<file path="src/sv/dsdt_pkg.sv">
// ----------------------------------------------------------------------------
// dsdt_pkg
// Shared types and constants for the display shadow dirty tracker: item
// kinds, field widths, and the command and status bundles that pass
// between the controller and the datapath.
// ----------------------------------------------------------------------------
package dsdt_pkg;

   // Field widths of the request and response beats.
   localparam int KIND_W = 2;
   localparam int CH_W   = 8;
   localparam int MASK_W = 32;

   // Default number of display positions held in the shadow.
   localparam int POSITIONS_DEF = 32;

   // Character written into positions that are cleared.
   localparam logic [CH_W-1:0] BLANK_CHAR = 8'h20;

   // Item kinds carried in the kind field.
   localparam logic [KIND_W-1:0] KIND_CHAR = 2'd0;
   localparam logic [KIND_W-1:0] KIND_END  = 2'd1;
   localparam logic [KIND_W-1:0] KIND_ACK  = 2'd2;

   // Commands from the controller to the datapath.
   typedef struct packed {
      logic char_start;   // latch the character and read its shadow entry
      logic char_write;   // compare and write the character
      logic ack;          // clear acknowledged mask bits
      logic end_start;    // start the blanking scan at the write position
      logic blk_read;     // read the shadow entry under the scan pointer
      logic blk_write;    // blank the scanned entry when needed
      logic finish;       // close the string and load the response register
   } dsdt_cmd_type;

   // Status from the datapath to the controller.
   typedef struct packed {
      logic wpos_full;    // the string already filled every position
      logic scan_active;  // the scan pointer is still inside the blank range
   } dsdt_status_type;

endpackage

</file>
<file path="src/sv/dsdt_datapath.sv">
// ----------------------------------------------------------------------------
// dsdt_datapath
// Shadow memory, string counters, dirty mask and response register. Works
// one step at a time under the commands of the controller.
// ----------------------------------------------------------------------------
module dsdt_datapath #(
   parameter int POSITIONS = dsdt_pkg::POSITIONS_DEF
) (
   input  logic                          clock,
   input  logic                          reset,
   input  dsdt_pkg::dsdt_cmd_type        cmd,
   output dsdt_pkg::dsdt_status_type     status,
   input  logic [dsdt_pkg::CH_W-1:0]     req_ch,
   input  logic [dsdt_pkg::MASK_W-1:0]   req_ack_mask,
   output logic [dsdt_pkg::MASK_W-1:0]   rsp_dirty_mask,
   output logic                          rsp_update_request
);
   import dsdt_pkg::*;

   localparam int IDX_W = (POSITIONS > 1) ? $clog2(POSITIONS) : 1;
   localparam int CNT_W = $clog2(POSITIONS + 1);
   localparam logic [CNT_W-1:0] POS_COUNT = CNT_W'(POSITIONS);

   // Mask bit of one position; positions past the mask width have none.
   function automatic logic [MASK_W-1:0] pos_bit(input logic [CNT_W-1:0] p);
      logic [MASK_W-1:0] b;
      logic [7:0]        pe;
      pe = 8'(p);
      for (int i = 0; i < MASK_W; i++) begin
         b[i] = (pe == 8'(i));
      end
      return b;
   endfunction

   // Mask with a bit for every position that exists.
   function automatic logic [MASK_W-1:0] all_bits();
      logic [MASK_W-1:0] b;
      for (int i = 0; i < MASK_W; i++) begin
         b[i] = (i < POSITIONS);
      end
      return b;
   endfunction

   logic [CH_W-1:0]   shadow_mem [POSITIONS];
   logic [CH_W-1:0]   rd_data_ff;
   logic [CH_W-1:0]   char_ff;
   logic [CNT_W-1:0]  wpos_ff, wpos_in;
   logic [CNT_W-1:0]  prev_end_ff, prev_end_in;
   logic [CNT_W-1:0]  scan_ff, scan_in;
   logic [MASK_W-1:0] dirty_ff, dirty_in;
   logic              primed_ff, primed_in;
   logic [MASK_W-1:0] rsp_mask_ff;
   logic              rsp_upd_ff;

   logic              mem_we;
   logic [IDX_W-1:0]  mem_waddr;
   logic [CH_W-1:0]   mem_wdata;
   logic              mem_re;
   logic [IDX_W-1:0]  mem_raddr;
   logic [CNT_W-1:0]  scan_limit;
   logic [MASK_W-1:0] fin_mask;
   logic              char_differs;
   logic              blk_needed;

   // Scan bound: the first string pads every position, later ones only up
   // to the previous end.
   assign scan_limit = primed_ff ? prev_end_ff : POS_COUNT;

   assign status.wpos_full   = (wpos_ff >= POS_COUNT);
   assign status.scan_active = (scan_ff < scan_limit);

   assign char_differs = (rd_data_ff != char_ff);
   assign blk_needed   = !primed_ff || (rd_data_ff != BLANK_CHAR);
   assign fin_mask     = primed_ff ? dirty_ff : all_bits();

   // Shadow memory port selection.
   always_comb begin
      mem_re    = cmd.char_start || cmd.blk_read;
      mem_raddr = cmd.char_start ? wpos_ff[IDX_W-1:0] : scan_ff[IDX_W-1:0];
      mem_we    = cmd.char_write || (cmd.blk_write && blk_needed);
      mem_waddr = cmd.char_write ? wpos_ff[IDX_W-1:0] : scan_ff[IDX_W-1:0];
      mem_wdata = cmd.char_write ? char_ff : BLANK_CHAR;
   end

   // Next values of the counters and the dirty mask.
   always_comb begin
      wpos_in     = wpos_ff;
      prev_end_in = prev_end_ff;
      scan_in     = scan_ff;
      dirty_in    = dirty_ff;
      primed_in   = primed_ff;
      if (cmd.ack) begin
         dirty_in = dirty_ff & ~req_ack_mask;
      end
      if (cmd.char_write) begin
         wpos_in = wpos_ff + CNT_W'(1);
         if (primed_ff && char_differs) begin
            dirty_in = dirty_ff | pos_bit(wpos_ff);
         end
      end
      if (cmd.end_start) begin
         scan_in = wpos_ff;
      end
      if (cmd.blk_write) begin
         scan_in = scan_ff + CNT_W'(1);
         if (primed_ff && blk_needed) begin
            dirty_in = dirty_ff | pos_bit(scan_ff);
         end
      end
      if (cmd.finish) begin
         dirty_in    = fin_mask;
         primed_in   = 1'b1;
         prev_end_in = wpos_ff;
         wpos_in     = '0;
      end
   end

   // Control registers.
   always_ff @(posedge clock) begin
      if (reset) begin
         wpos_ff     <= '0;
         prev_end_ff <= '0;
         dirty_ff    <= '0;
         primed_ff   <= 1'b0;
      end else begin
         wpos_ff     <= wpos_in;
         prev_end_ff <= prev_end_in;
         dirty_ff    <= dirty_in;
         primed_ff   <= primed_in;
      end
   end

   // Payload registers.
   always_ff @(posedge clock) begin
      scan_ff <= scan_in;
      if (cmd.char_start) begin
         char_ff <= req_ch;
      end
      if (cmd.finish) begin
         rsp_mask_ff <= fin_mask;
         rsp_upd_ff  <= (fin_mask != '0);
      end
   end

   // Shadow memory: one write and one registered read per cycle.
   always_ff @(posedge clock) begin
      if (mem_we) begin
         shadow_mem[mem_waddr] <= mem_wdata;
      end
      if (mem_re) begin
         rd_data_ff <= shadow_mem[mem_raddr];
      end
   end

   assign rsp_dirty_mask     = rsp_mask_ff;
   assign rsp_update_request = rsp_upd_ff;

endmodule

</file>
<file path="src/sv/dsdt_control.sv">
// ----------------------------------------------------------------------------
// dsdt_control
// Sequencer for the dirty tracker. Takes request beats, steps the datapath
// through the character update or the blanking scan, and owns the response
// valid flag.
// ----------------------------------------------------------------------------
module dsdt_control (
   input  logic                          clock,
   input  logic                          reset,
   input  logic                          req_valid,
   output logic                          req_stall,
   input  logic [dsdt_pkg::KIND_W-1:0]   req_kind,
   output logic                          rsp_valid,
   input  logic                          rsp_stall,
   input  dsdt_pkg::dsdt_status_type     status,
   output dsdt_pkg::dsdt_cmd_type        cmd
);
   import dsdt_pkg::*;

   localparam logic [2:0] ST_IDLE    = 3'd0;
   localparam logic [2:0] ST_CHAR_WR = 3'd1;
   localparam logic [2:0] ST_BLK_RD  = 3'd2;
   localparam logic [2:0] ST_BLK_WR  = 3'd3;
   localparam logic [2:0] ST_FINISH  = 3'd4;

   logic [2:0] state_ff, state_in;
   logic       rsp_valid_ff, rsp_valid_in;
   logic       accept;
   logic       rsp_free;

   assign accept   = req_valid && !req_stall;
   assign rsp_free = !rsp_valid_ff || !rsp_stall;

   // Requests are taken only while no item is in progress.
   assign req_stall = (state_ff != ST_IDLE);

   // Next state and commands.
   always_comb begin
      state_in       = state_ff;
      cmd            = '0;
      case (state_ff)
         ST_IDLE: begin
            if (accept) begin
               case (req_kind)
                  KIND_CHAR: begin
                     if (!status.wpos_full) begin
                        cmd.char_start = 1'b1;
                        state_in       = ST_CHAR_WR;
                     end
                  end
                  KIND_END: begin
                     cmd.end_start = 1'b1;
                     state_in      = ST_BLK_RD;
                  end
                  KIND_ACK: begin
                     cmd.ack = 1'b1;
                  end
                  default: begin
                     state_in = ST_IDLE;
                  end
               endcase
            end
         end
         ST_CHAR_WR: begin
            cmd.char_write = 1'b1;
            state_in       = ST_IDLE;
         end
         ST_BLK_RD: begin
            if (status.scan_active) begin
               cmd.blk_read = 1'b1;
               state_in     = ST_BLK_WR;
            end else begin
               state_in = ST_FINISH;
            end
         end
         ST_BLK_WR: begin
            cmd.blk_write = 1'b1;
            state_in      = ST_BLK_RD;
         end
         ST_FINISH: begin
            // Wait until the response register is free.
            if (rsp_free) begin
               cmd.finish = 1'b1;
               state_in   = ST_IDLE;
            end
         end
         default: begin
            state_in = ST_IDLE;
         end
      endcase
   end

   // Response valid: set on finish, cleared when the beat is taken.
   always_comb begin
      rsp_valid_in = rsp_valid_ff;
      if (rsp_valid_ff && !rsp_stall) begin
         rsp_valid_in = 1'b0;
      end
      if (cmd.finish) begin
         rsp_valid_in = 1'b1;
      end
   end

   always_ff @(posedge clock) begin
      if (reset) begin
         state_ff     <= ST_IDLE;
         rsp_valid_ff <= 1'b0;
      end else begin
         state_ff     <= state_in;
         rsp_valid_ff <= rsp_valid_in;
      end
   end

   assign rsp_valid = rsp_valid_ff;

endmodule

</file>
<file path="src/sv/display_shadow_dirty_tracker.sv">
// ----------------------------------------------------------------------------
// display_shadow_dirty_tracker
// Shadow copy of a text display with a mask of changed positions.
// ----------------------------------------------------------------------------
// Strings arrive one character per request beat and are closed by an end
// beat, which returns one response beat with the 32-bit dirty mask and an
// update request flag; character and acknowledge beats return nothing, and
// an acknowledge beat clears mask bits at once. Characters past POSITIONS
// are dropped. The shadow sits in a memory with one registered read port and
// one write port, and an entry is read, then written. A character beat reads
// and writes the entry at the write position (nothing once the string is
// full). An end beat starts the scan, then reads and writes each position
// scanned for blanking (from the string's length to the previous length, or
// to POSITIONS for the first string after reset), and then closes the string.
// A finished response waits in an output register, so character and
// acknowledge beats are still taken while it is stalled. The next end beat,
// however, holds in its last cycle with the request port stalled until that
// earlier response beat has been taken.
// ----------------------------------------------------------------------------
module display_shadow_dirty_tracker #(
   parameter int POSITIONS = dsdt_pkg::POSITIONS_DEF
) (
   input  logic                          clock,
   input  logic                          reset,
   input  logic                          req_valid,
   output logic                          req_stall,
   input  logic [dsdt_pkg::KIND_W-1:0]   req_kind,
   input  logic [dsdt_pkg::CH_W-1:0]     req_ch,
   input  logic [dsdt_pkg::MASK_W-1:0]   req_ack_mask,
   output logic                          rsp_valid,
   input  logic                          rsp_stall,
   output logic [dsdt_pkg::MASK_W-1:0]   rsp_dirty_mask,
   output logic                          rsp_update_request
);
   import dsdt_pkg::*;

   dsdt_cmd_type    cmd;
   dsdt_status_type status;

   // Sequencer.
   dsdt_control u_control (
      .clock     (clock),
      .reset     (reset),
      .req_valid (req_valid),
      .req_stall (req_stall),
      .req_kind  (req_kind),
      .rsp_valid (rsp_valid),
      .rsp_stall (rsp_stall),
      .status    (status),
      .cmd       (cmd)
   );

   // Shadow memory, counters and mask.
   dsdt_datapath #(
      .POSITIONS (POSITIONS)
   ) u_datapath (
      .clock              (clock),
      .reset              (reset),
      .cmd                (cmd),
      .status             (status),
      .req_ch             (req_ch),
      .req_ack_mask       (req_ack_mask),
      .rsp_dirty_mask     (rsp_dirty_mask),
      .rsp_update_request (rsp_update_request)
   );

`ifndef SYNTHESIS
   // The update request agrees with the reported mask whenever a response is valid.
   a_upd_matches_mask: assert property (@(posedge clock) disable iff (reset)
      rsp_valid |-> (rsp_update_request == (rsp_dirty_mask != '0)))
      else $error("update request disagrees with dirty mask");

   // A string is closed only when the response register can take it.
   a_finish_free: assert property (@(posedge clock) disable iff (reset)
      cmd.finish |-> (!rsp_valid || !rsp_stall))
      else $error("response overwritten while stalled");

   // Every closed string presents a response beat.
   a_finish_valid: assert property (@(posedge clock) disable iff (reset)
      cmd.finish |=> rsp_valid)
      else $error("closed string gave no response beat");

   // Blanking steps never run while requests are being taken.
   a_scan_busy: assert property (@(posedge clock) disable iff (reset)
      (cmd.blk_read || cmd.blk_write || cmd.char_write) |-> req_stall)
      else $error("datapath step while request port open");
`endif

endmodule
</file>
<file path="config.mk">
export PLATFORM = sky130hd
export DESIGN_NAME = display_shadow_dirty_tracker
export DESIGN_NICKNAME = d
export VERILOG_FILES = /design/src/sv/dsdt_pkg.sv /design/src/sv/dsdt_datapath.sv /design/src/sv/dsdt_control.sv /design/src/sv/display_shadow_dirty_tracker.sv
export SDC_FILE = /design/constraint.sdc
export NUM_CORES = 1
export LEC_CHECK = 0
export BUFFER_PORTS_ARGS = -buffer_cell sky130_fd_sc_hd__buf_2
export CAP_MARGIN = 15
export CORE_ASPECT_RATIO = 1.5
export CORE_MARGIN = 2
export CORE_UTILIZATION = 55
export CTS_CLUSTER_DIAMETER = 40
export DETAILED_ROUTE_END_ITERATION = 8
export GPL_TIMING_DRIVEN = 0
export PLACE_DENSITY_LB_ADDON = 0.25
export SLEW_MARGIN = 5
export SYNTH_ARGS = -nofsm -noshare
export SYNTH_HDL_FRONTEND = slang
export SYNTH_SLANG_ARGS = --single-unit
</file>
<file path="constraint.sdc">
create_clock -name clock -period 3 [get_ports clock]
set_clock_uncertainty 0.05 [all_clocks]
set_input_delay 0.45 -clock clock [delete_from_list [all_inputs] [get_ports clock]]
set_output_delay 0.45 -clock clock [all_outputs]
set_load 0.1 [all_outputs]
</file>
==> results.json, run 1 <==
{
  "whs_ns": 0.0248,
  "ys_warn_count": 0,
  "ys_seq_elements": 360,
  "routed_wl_mm": 50.8,
  "synth_enable_flop_cells": 311,
  "rows": 77,
  "hold_path.class": "primary input to flop",
  "grt_pass1_wl_mm": 74.2,
  "vias": 12473,
  "max_stage_delay_ns": 0.58,
  "yosysUniqueCellTypes": 66,
  "crit_chain": "buf_2 -> nand2b_1 -> nor2_2 -> clkbuf_1 -> nand3b_1 -> o31ai_1 -> nand2_1 -> nor2_2",
  "grtUsageTotal_pct": 32.7,
  "slowest_stage": "nor2_2",
  "antenna_left": 0,
  "syn-cell-area_um2": 16200,
  "setup_viol": 16,
  "synth_top_family_by_area": "compound AO/OA/AOI/OAI gates",
  "slew_violations": 0,
  "clock_latency_ns": 0.55,
  "rr_startpoint": "u_control.state_ff[2]$_SDFFE_PP0P_",
  "peakVddDrop_mv": 0.598,
  "viasPerCell": 6.39,
  "core_area_um2": 29300,
  "antenna_found_initial": 0,
  "die_w_um": 144,
  "failed_checks": "negative setup slack",
  "cpMostUsedCell": "nor2_2",
  "final_cell_count_no_fill": 1953,
  "holdBufCountCts": 0,
  "layout-drive-gt1-share_pct": 21.4,
  "synth_compound_area_share_pct": 16.5,
  "final_core_util_pct": 66.9,
  "grt_pass1_vias": 12555,
  "syn_nets": 1434,
  "grt_max_degree": 43,
  "cp-end-kind": "flop",
  "clk_pin_slew_ns": 0.06,
  "drv_cap": 0,
  "synth_mux_area_share_pct": 0.563,
  "start_util_pct": 55.3,
  "timing.setup.tns_ns": -0.971,
  "critPathMaxFanout": 10,
  "area_growth_pct": 20.8,
  "fp.dieH_um": 214,
  "cp.arrival_ns": 3.24,
  "finalWorstSetupSlack_ns": -0.118,
  "rsz0062_at_grt": "true",
  "htree_num_levels": 2,
  "synth_fa_ha_area_share_pct": 1.00,
  "wl_per_cell_um": 26.0,
  "clkSinkCount": 360,
  "start_kind": "flop",
  "dp_hpwl_mm": 35.9,
  "netlist_instances": 1375,
  "root_buffer": "clkbuf_16",
  "synth_ff_type": "edfxtp_1",
  "die-area_um2": 30900,
  "gp_congestion": 0.977,
  "p_leak_nw": 6.57,
  "multi_input_area_um2": 5850,
  "post-route-drc-count": 0,
  "synth_simple_gate_area_share_pct": 12.4,
  "cts_tree": "done",
  "hold_viol": 0,
  "worst_pin_slew_ns": 1.19,
  "fin_crit_ns": 3.12,
  "n_antenna_cell": 0,
  "cp.required_ns": 3.13,
  "outcome": "finished, violations left",
  "tritoncts.num_buffers": 39,
  "drt_pass1_iterations": 5,
  "dpl.cell_count": 1856,
  "port_buffers": 79,
  "overflow": 0,
  "drtIter0Drc": 1081,
  "criticalPathCategory": "flop to flop",
  "period_share_pct": 104,
  "clockBufferDepth": 3,
  "hold_start": "req_ch[1]",
  "nets": 1587,
  "nFillCells": 2218,
  "slew_headroom_pct": 20.4,
  "pre_cts_ws_ns": -1.23,
  "clock.fmax_ghz": 0.321,
  "regArea_um2": 10300,
  "synth-xor-area-share_pct": 0.864,
  "avgSynthCellArea_um2": 11.8,
  "io_pins": 81,
  "async_flop_share_pct": 0,
  "synth_seq_area_share_pct": 63.7,
  "p_per_area_nw_per_um2": 553,
  "crit_start": "u_control.state_ff[2]$_SDFFE_PP0P_"
}
## cells in the mapped netlist, types with 5 or more instances
library cell	count	area, um2
edfxtp_1	311	9340
nand3_1	116	581
inv_1	109	409
nor2_1	98	368
o211ai_1	97	728
clkbuf_1	75	282
nand2_1	65	244
dfxtp_1	49	981
a21oi_1	47	235
o21ai_0	47	235
nand2b_1	38	238
a211oi_1	36	270
a41oi_1	29	254
nor3_1	27	135
a21boi_0	20	150
a311oi_1	15	131
ha_1	13	163
o31ai_1	13	97.6
xnor2_1	13	114
a221oi_1	10	87.6
nand4_1	10	62.6
nor4_1	10	62.6
and2_1	9	56.3
a2111o_1	8	90.1
buf_2	8	40.0
mux2i_1	8	80.1
a2111oi_2	7	105
a31oi_1	6	37.5
buf_1	5	18.8
nand3b_1	5	37.5
o21ai_1	5	25.0
## worst max-delay path, delay by kind of cell, from the launching register on
family | cells | cell delay [ns]
AOI/OAI and AO/OA | 1 | 0.17
and+or+nand+nor | 5 | 1.67
buffers and inverters | 2 | 0.54
DFF | 1 | 0.31
## where the power goes
| part | leakage [nW] | switching, mW | total, mW | internal [mW] |
|---|---|---|---|---|
| registers | 3.21 | 0.0215 | 5.44 | 5.42 |
| logic | 2.76 | 0.465 | 0.708 | 0.243 |
| clock network | 0.598 | 2.06 | 4.67 | 2.61 |
## placed cells by master, fill, tap and decap left out, types with 10 or more instances in the layout
cell / instances
edfxtp_1: 311
nand3_1: 115
inv_1: 109
o211ai_1: 97
buf_2: 87
nand2_1: 64
nor2_1: 64
dfxtp_1: 48
a21oi_1: 47
clkbuf_1: 46
o21ai_0: 46
clkbuf_16: 40
nand2b_1: 38
a211oi_1: 36
buf_4: 31
nor2_4: 29
nor3_1: 26
a41oi_2: 22
a21boi_0: 20
clkbuf_2: 17
a311oi_1: 15
xnor2_1: 13
ha_1: 13
clkbuf_4: 12
nand4_1: 10
nor4_1: 10
a221oi_1: 10
## timing repair
item | 4_1_cts | 5_1_grt
setup endpoints to repair | 322 | 370
pin swaps | 16 | 22
endpoints found under the hold margin | 0 | 0
gates resized for setup | 115 | 122
setup buffers | 14 | 14
cloned | 2 | 0
## final timing paths
check / endpoint / slack (ns) / depth (start not counted)
worst max register to register: u_datapath.shadow_mem[25][0]$_DFFE_PP_ / -0.12 / 8
worst min-delay path: u_datapath.char_ff[1]$_DFFE_PP_ / 0.02 / 1
worst max-delay path: u_datapath.shadow_mem[25][0]$_DFFE_PP_ / -0.12 / 8
worst min register to register: u_datapath.prev_end_ff[4]$_SDFFE_PP0P_ / 0.41 / 2
## state kept, by name, indices dropped and copies added (netlist names)
signal and flops:
u_datapath.dirty_ff 32, u_datapath.prev_end_ff 6, u_control.rsp_valid 1, u_datapath.rsp_update_request 1
u_datapath.rsp_dirty_mask 32, u_datapath.scan_ff 6, u_datapath.rd_data_ff 8, u_control.state_ff 3
u_datapath.shadow_mem 256, u_datapath.char_ff 8, u_datapath.primed_ff 1, u_datapath.wpos_ff 6
## routing by layer
layer | track usage [%] | wire length [um]
met1 | 34.3 | 16600
met3 | 4.94 | 3260
met2 | 56.1 | 25700
met4 | 28.2 | 5190
met5 | 0 | 0
## area by class of cell
type / instances / area share (%)
Clock inverter: 24 / 1.03
Timing Repair Buffer: 116 / 3.76
Tap cell: 395 / 2.52
Sequential cell: 360 / 52.7
Buffer: 88 / 2.59
Multi-Input combinational cell: 810 / 29.9
Clock buffer: 47 / 5.30
Inverter: 113 / 2.22
## cell families (layout without fill, tap and decap cells)
logic type,Yosys count,in the layout
AND/OR/NAND/NOR,405,405
AO/OA/AOI/OAI,367,367
flip-flops,360,360
buffers and inverters,205,388
XOR/XNOR,16,16
adder cells (fa/ha/maj),13,13
multiplexers,9,9
## per-stage QoR
stage	area, um2	total power [mW]
global placement	17100	6.09
CTS	19000	10.8
finish	19600	10.8
detailed placement	17200	6.11
floorplan	16200	5.89
global route	19600	11.1
No activity file was read; power rests on OpenSTA's default activity.
==> run 2: changes to the inputs <==
Settings changed: ABC_AREA from default to 1.
==> run 2 against run 1 <==
The run now ends clean. Final area grew 1.7%. Sequential power is essentially flat. Fmax grew 7.1%. Clock-buffer cell count grew 3. Synthesized cell count grew 37%. Critical path depth grew 3. Via count grew 12%. Register-to-register slack gained 0.21 ns. Clock power grew 3%. Setup slack gained 0.21 ns. Critical endpoint is now u_datapath.rd_data_ff[0]$_DFFE_PP_. Largest power group unchanged.
==> results.json, run 2 <==
{
  "outcome": "finished clean",
  "area_growth_pct": 15.5,
  "overflow": 0,
  "clockBufferDepth": 3,
  "rows": 79,
  "root_buffer": "clkbuf_16",
  "final_cell_mix": "nand2_1 (447), inv_1 (346), edfxtp_1 (311)",
  "grt_pass1_wl_mm": 81.3,
  "start_kind": "flop",
  "viasPerCell": 5.70,
  "clkSinkCount": 360,
  "layout-drive-gt1-share_pct": 12.2,
  "grt_max_degree": 34,
  "ys_top_cells_by_count": "nand2_1 (449), inv_1 (346), edfxtp_1 (311), nand3_1 (311), o21ai_0 (90)",
  "netlist_instances": 1888,
  "syn_nets": 1947,
  "fin_crit_ns": 2.91,
  "die-area_um2": 32800,
  "async_flop_share_pct": 0,
  "clk_pin_slew_ns": 0.06,
  "clock.fmax_ghz": 0.343,
  "clock_latency_ns": 0.54,
  "core_area_um2": 30900,
  "p_leak_nw": 8.17,
  "cts_tree": "done",
  "netlist.area_leader.share_pct": 54.2,
  "antenna_left": 0,
  "final_cell_count_no_fill": 2451,
  "htree_num_levels": 2,
  "post_cts_buffers": 0,
  "hold_path.class": "primary input to flop",
  "io_pins": 81,
  "nFillCells": 2540,
  "peakVddDrop_mv": 0.505,
  "yosysUniqueCellTypes": 36,
  "whs_ns": 0.0293,
  "worst_pin_slew_ns": 1.06,
  "ys_top_cells_by_area": "edfxtp_1 (54%), nand2_1 (9.8%), nand3_1 (9.0%), inv_1 (7.5%), dfxtp_1 (5.7%)",
  "slew_violations": 0,
  "yosysMostFrequentCell": "nand2_1",
  "synth_seq_area_share_pct": 59.9,
  "n_antenna_cell": 0,
  "nets": 2076,
  "synth_area_leader_cell": "edfxtp_1",
  "dp_hpwl_mm": 39.7,
  "final_common_cell": "nand2_1",
  "slew_headroom_pct": 29.1,
  "dpl.cell_count": 2379,
  "setup_viol": 0,
  "syn-cell-area_um2": 17200,
  "vias": 13978,
  "grtUsageTotal_pct": 33.5,
  "gp_congestion": 1.00,
  "avgSynthCellArea_um2": 9.13,
  "drtIter0Drc": 1172,
  "start_util_pct": 55.7,
  "post-route-drc-count": 0,
  "regMostFlops": "u_datapath.shadow_mem",
  "period_share_pct": 97.0,
  "grt_pass1_vias": 14085,
  "criticalPathCategory": "flop to flop",
  "drt_pass1_iterations": 8,
  "fp.dieH_um": 221,
  "timing.setup.tns_ns": 0,
  "synth_ff_type": "edfxtp_1",
  "routed_wl_mm": 54.8,
  "cp.arrival_ns": 3.13,
  "rsz0062_at_grt": "true",
  "critPathMaxFanout": 10,
  "cp-end-kind": "flop",
  "largest_register_ff_count": 256,
  "cp.required_ns": 3.22,
  "antenna_found_initial": 0,
  "power_mw": 11.0,
  "ys_warn_count": 0,
  "drv_cap": 0,
  "port_buffers": 80,
  "hold_viol": 0,
  "die_w_um": 149,
  "tritoncts.num_buffers": 41,
  "synth_enable_flop_cells": 311,
  "p_per_area_nw_per_um2": 554,
  "ys_seq_elements": 360,
  "wl_per_cell_um": 22.4
}
==> run 2: cell count changes after synthesis, sizes merged, moves of 34 or more <==
cell,before,now
nand2,66,452
clkbuf,75,38
a211oi,36,2
buf,17,55
nand2b,38,0
inv,110,346
o21ai,54,96
nand3,117,313
o211ai,97,2
==> run 2: kinds of logic after synthesis <==
group,Yosys count,share of synthesized area [%]
AOI/OAI and AO/OA,199,6.38
xor gates and xnor gates,8,0.406
adders and majority gates,13,0.943
buffers and inverters,439,10.5
DFF,360,59.9
and+or+nand+nor,869,21.9
==> run 2: cell type report <==
type | count | area [um2] | area share (%)
inverters | 346 | 1300 | 6.52
well taps | 405 | 507 | 2.55
plain buffers | 93 | 524 | 2.63
clock inverters | 22 | 179 | 0.899
flip-flops and latches | 360 | 10300 | 51.8
clock buffers | 50 | 1110 | 5.58
multi-input cells | 1089 | 5450 | 27.4
repair buffers | 86 | 523 | 2.63
==> run 2: repair_timing <==
| item | 4_1_cts | 5_1_grt |
|---|---|---|
| setup endpoints to repair | 196 | 302 |
| hold buffers | 0 | 0 |
| gates resized for setup | 25 | 60 |
==> run 2: critical path, cell delays in order, from the launching register on <==
cell     delay [ns]
dfxtp_1        0.38
inv_1          0.23
nand3_4        0.16
nor2_8         0.20
o21ai_2        0.16
inv_1          0.17
buf_1          0.52
nand3_1        0.33
nand3_1        0.18
nand2_1        0.07
nand2_1        0.06
nand2_1        0.12
==> run 2: power by group <==
part | internal (mW) | switching (mW) | total, mW
combinational | 0.212 | 0.549 | 0.760
sequential | 5.42 | 0.0222 | 5.44
clock | 2.81 | 2.02 | 4.83
total | 8.45 | 2.59 | 11.0
==> run 2: metal layers <==
layer  routed length [um]  global-route usage (%)  vias to the layer above
met4                 5440                    27.7                        0
met3                 3740                    5.09                      259
met2                28200                    59.7                      742
met1                17400                    33.8                     6499
li1                     -                       -                     6478
met5                    0                       0                        -
==> run 2: path summary, 6_finish.rpt <==
| kind | start | to | slack, ns | cells past startpoint |
|---|---|---|---|---|
| worst max register to register | u_datapath.wpos_ff[5]$_SDFFE_PP0P_ | u_datapath.rd_data_ff[0]$_DFFE_PP_ | 0.09 | 11 |
| worst max-delay path | u_datapath.wpos_ff[5]$_SDFFE_PP0P_ | u_datapath.rd_data_ff[0]$_DFFE_PP_ | 0.09 | 11 |
| worst min-delay path | req_ch[5] | u_datapath.char_ff[5]$_DFFE_PP_ | 0.03 | 1 |
| worst min register to register | u_control.rsp_valid$_SDFFE_PP0P_ | u_control.rsp_valid$_SDFFE_PP0P_ | 0.44 | 2 |
==> run 2: metrics by stage <==
step | setup WS, ns | cell area (um2) | utilization, %
6_report | 0.0887 | 19900 | 64.4
5_1_grt | 0.00538 | 19900 | 64.4
3_3_place_gp | -1.03 | 18100 | 58.7
4_1_cts | -0.167 | 19700 | 63.6
3_5_place_dp | -0.747 | 18300 | 59.2
2_1_floorplan | 0.0913 | 17200 | -
==> run 3: changes to the inputs <==
Settings changed: CORE_ASPECT_RATIO 1.5 to 1.1.
==> run 3 against run 2 <==
The run now ends with negative setup slack left. Setup slack worse by 0.12 ns. Clock-buffer cell count up 2. Sequential power about the same. Power up 9.1%. Flip-flop and latch count unchanged. Final area up 1.7%. Core utilization up 0.68 points. Wire length down 3.3%. Largest cell class unchanged.
==> results.json, run 3 (synthesis results as in run 2) <==
{
  "die_w_um": 173,
  "routed_wl_mm": 53.0,
  "tritoncts.num_buffers": 46,
  "clock.fmax_ghz": 0.329,
  "regMostFlops": "u_datapath.shadow_mem",
  "rr_startpoint": "u_control.state_ff[1]$_SDFFE_PP0P_",
  "largest_register_ff_count": 256,
  "place_area_um2": 18300,
  "start_util_pct": 55.4,
  "clkSinkCount": 360,
  "root_buffer": "clkbuf_16",
  "hold_path.class": "primary input to flop",
  "post_cts_buffers": 0,
  "period_share_pct": 101,
  "antenna_left": 0,
  "gp_congestion": 0.987,
  "rsz0062_at_grt": "true",
  "cts_tree": "done",
  "met1Wirelength_mm": 18.8,
  "n_antenna_cell": 0,
  "grt_pass1_wl_mm": 79.0,
  "hold_path_depth": 1,
  "area_growth_pct": 17.5,
  "failed_checks": "negative setup slack",
  "io_pins": 81,
  "drtIter0Drc": 1316,
  "slowest_stage": "nor2_2",
  "clk_pin_slew_ns": 0.06,
  "hold_viol": 0,
  "cp.arrival_ns": 3.18,
  "htree_num_levels": 2,
  "grt_pass1_vias": 13432,
  "slew_headroom_pct": 28.0,
  "start_kind": "flop",
  "outcome": "finished, violations left",
  "drt_pass1_iterations": 6,
  "fp.dieH_um": 190,
  "hold_start": "req_ch[2]",
  "timing.setup.tns_ns": -0.328,
  "grt_max_degree": 37,
  "routed.top_layer": "met4",
  "final_common_cell": "nand2_1",
  "r2r_cells": 7,
  "p_leak_nw": 8.33,
  "crit_chain": "inv_1 -> nand2_1 -> clkbuf_1 -> nor2_1 -> a21oi_1 -> nand3_2 -> nor2_2",
  "cp-end-kind": "flop",
  "cp_num_buf_inv": 2,
  "dr_wl_met3_mm": 4.50,
  "dpl.cell_count": 2395,
  "dp_hpwl_mm": 37.1,
  "fin_crit_ns": 3.04,
  "peakVddDrop_mv": 0.616,
  "die-area_um2": 32800,
  "rr_endpoint": "u_datapath.shadow_mem[24][0]$_DFFE_PP_",
  "final_cell_count_no_fill": 2482,
  "antenna_found_initial": 0,
  "finalWorstSetupSlack_ns": -0.0358,
  "cp.required_ns": 3.14,
  "setup_viol": 19,
  "rows": 68,
  "nets": 2084,
  "port_buffers": 80,
  "clock_latency_ns": 0.56,
  "core_area_um2": 31100,
  "stdcell_area_um2": 20300,
  "drv_cap": 0,
  "dr_wl_met2_mm": 25.8,
  "overflow": 0,
  "pre_cts_ws_ns": -0.662,
  "p_per_area_nw_per_um2": 595,
  "viasPerCell": 5.63,
  "clockBufferDepth": 3,
  "slew_violations": 0,
  "post-route-drc-count": 0,
  "path_delay_family": "simple AND/OR/NAND/NOR gates",
  "r2r_setup_slack_ns": -0.04,
  "max_stage_delay_ns": 0.56,
  "critPathMaxFanout": 10,
  "criticalPathCategory": "flop to flop",
  "whs_endpoint": "u_datapath.char_ff[2]$_DFFE_PP_",
  "final_cell_mix": "nand2_1 (448), inv_1 (346), edfxtp_1 (311)",
  "wl_per_cell_um": 21.3,
  "worst_pin_slew_ns": 1.07,
  "vias": 13980,
  "grtUsageTotal_pct": 32.1,
  "layout-drive-gt1-share_pct": 12.9,
  "final_core_util_pct": 65.0
}
-- run 3: changes by cell type in the layout (fill, tap and decap cells not counted), sizes merged --
cell / delta
clkbuf: +2
bufinv: +7
clkinvlp: +3
inv: +1
dlygate4sd3: +3
-- run 3: area by class of cell --
type	instances	area, um2
Fill cell	2498	10900
Sequential cell	360	10300
Multi-Input combinational cell	1089	5390
Inverter	346	1300
Clock buffer	52	1190
Timing Repair Buffer	90	571
Tap cell	420	526
Buffer	92	518
Clock inverter	33	432
-- run 3: stage by stage --
| stage | hold slack [ns] | total power, mW |
|---|---|---|
| 3_3_place_gp | 0.429 | 6.24 |
| 3_5_place_dp | 0.430 | 6.26 |
| 2_1_floorplan | 0.408 | 5.98 |
| 6_report | 0.0174 | 12.0 |
| 5_1_grt | 0.00619 | 12.3 |
| 4_1_cts | 0.00128 | 12.0 |
-- run 3: worst reg2reg max path, cell delays in order (launching register included) --
cell and delay [ns]:
dfxtp_1 0.40, inv_1 0.08, nand2_1 0.23, clkbuf_1 0.39, nor2_1 0.08, a21oi_1 0.39
nand3_2 0.48, nor2_2 0.57
-- run 3: how the worst max path moves through the flow --
stage | start | to | slack [ns] | cells past startpoint
final | u_control.state_ff[1]$_SDFFE_PP0P_ | u_datapath.shadow_mem[24][0]$_DFFE_PP_ | -0.04 | 7
after CTS | u_control.state_ff[1]$_SDFFE_PP0P_ | u_datapath.shadow_mem[5][2]$_DFFE_PP_ | -0.11 | 7
after detailed placement | u_datapath.primed_ff$_SDFFE_PP0P_ | u_datapath.rd_data_ff[6]$_DFFE_PP_ | -0.66 | 10
after global placement | u_control.state_ff[0]$_SDFFE_PP0P_ | u_datapath.shadow_mem[9][2]$_DFFE_PP_ | -1.07 | 6
after floorplan | u_control.rsp_valid$_SDFFE_PP0P_ | u_datapath.dirty_ff[13]$_SDFF_PP0_ | 0.09 | 8
after global routing | u_control.state_ff[1]$_SDFFE_PP0P_ | u_datapath.shadow_mem[16][2]$_DFFE_PP_ | -0.22 | 7
-- run 3: power breakdown --
group	switching, mW	internal (mW)	total [mW]
sequential	0.0219	5.42	5.44
combinational	0.541	0.214	0.755
clock	2.18	3.66	5.84
total	2.74	9.30	12.0
-- run 3: repair_timing --
item / in CTS / in global routing
endpoints found under the hold margin: 3 / 0
hold buffers: 3 / 0
resized for setup: 19 / 57
setup endpoints to repair: 179 / 300
cloned: 0 / 0
-- run 3: metal layers --
metal | vias up | global-route usage [%]
met5 | - | 0
met1 | 6501 | 36.9
met2 | 785 | 55.5
met4 | 0 | 20.6
li1 | 6496 | -
met3 | 198 | 6.06
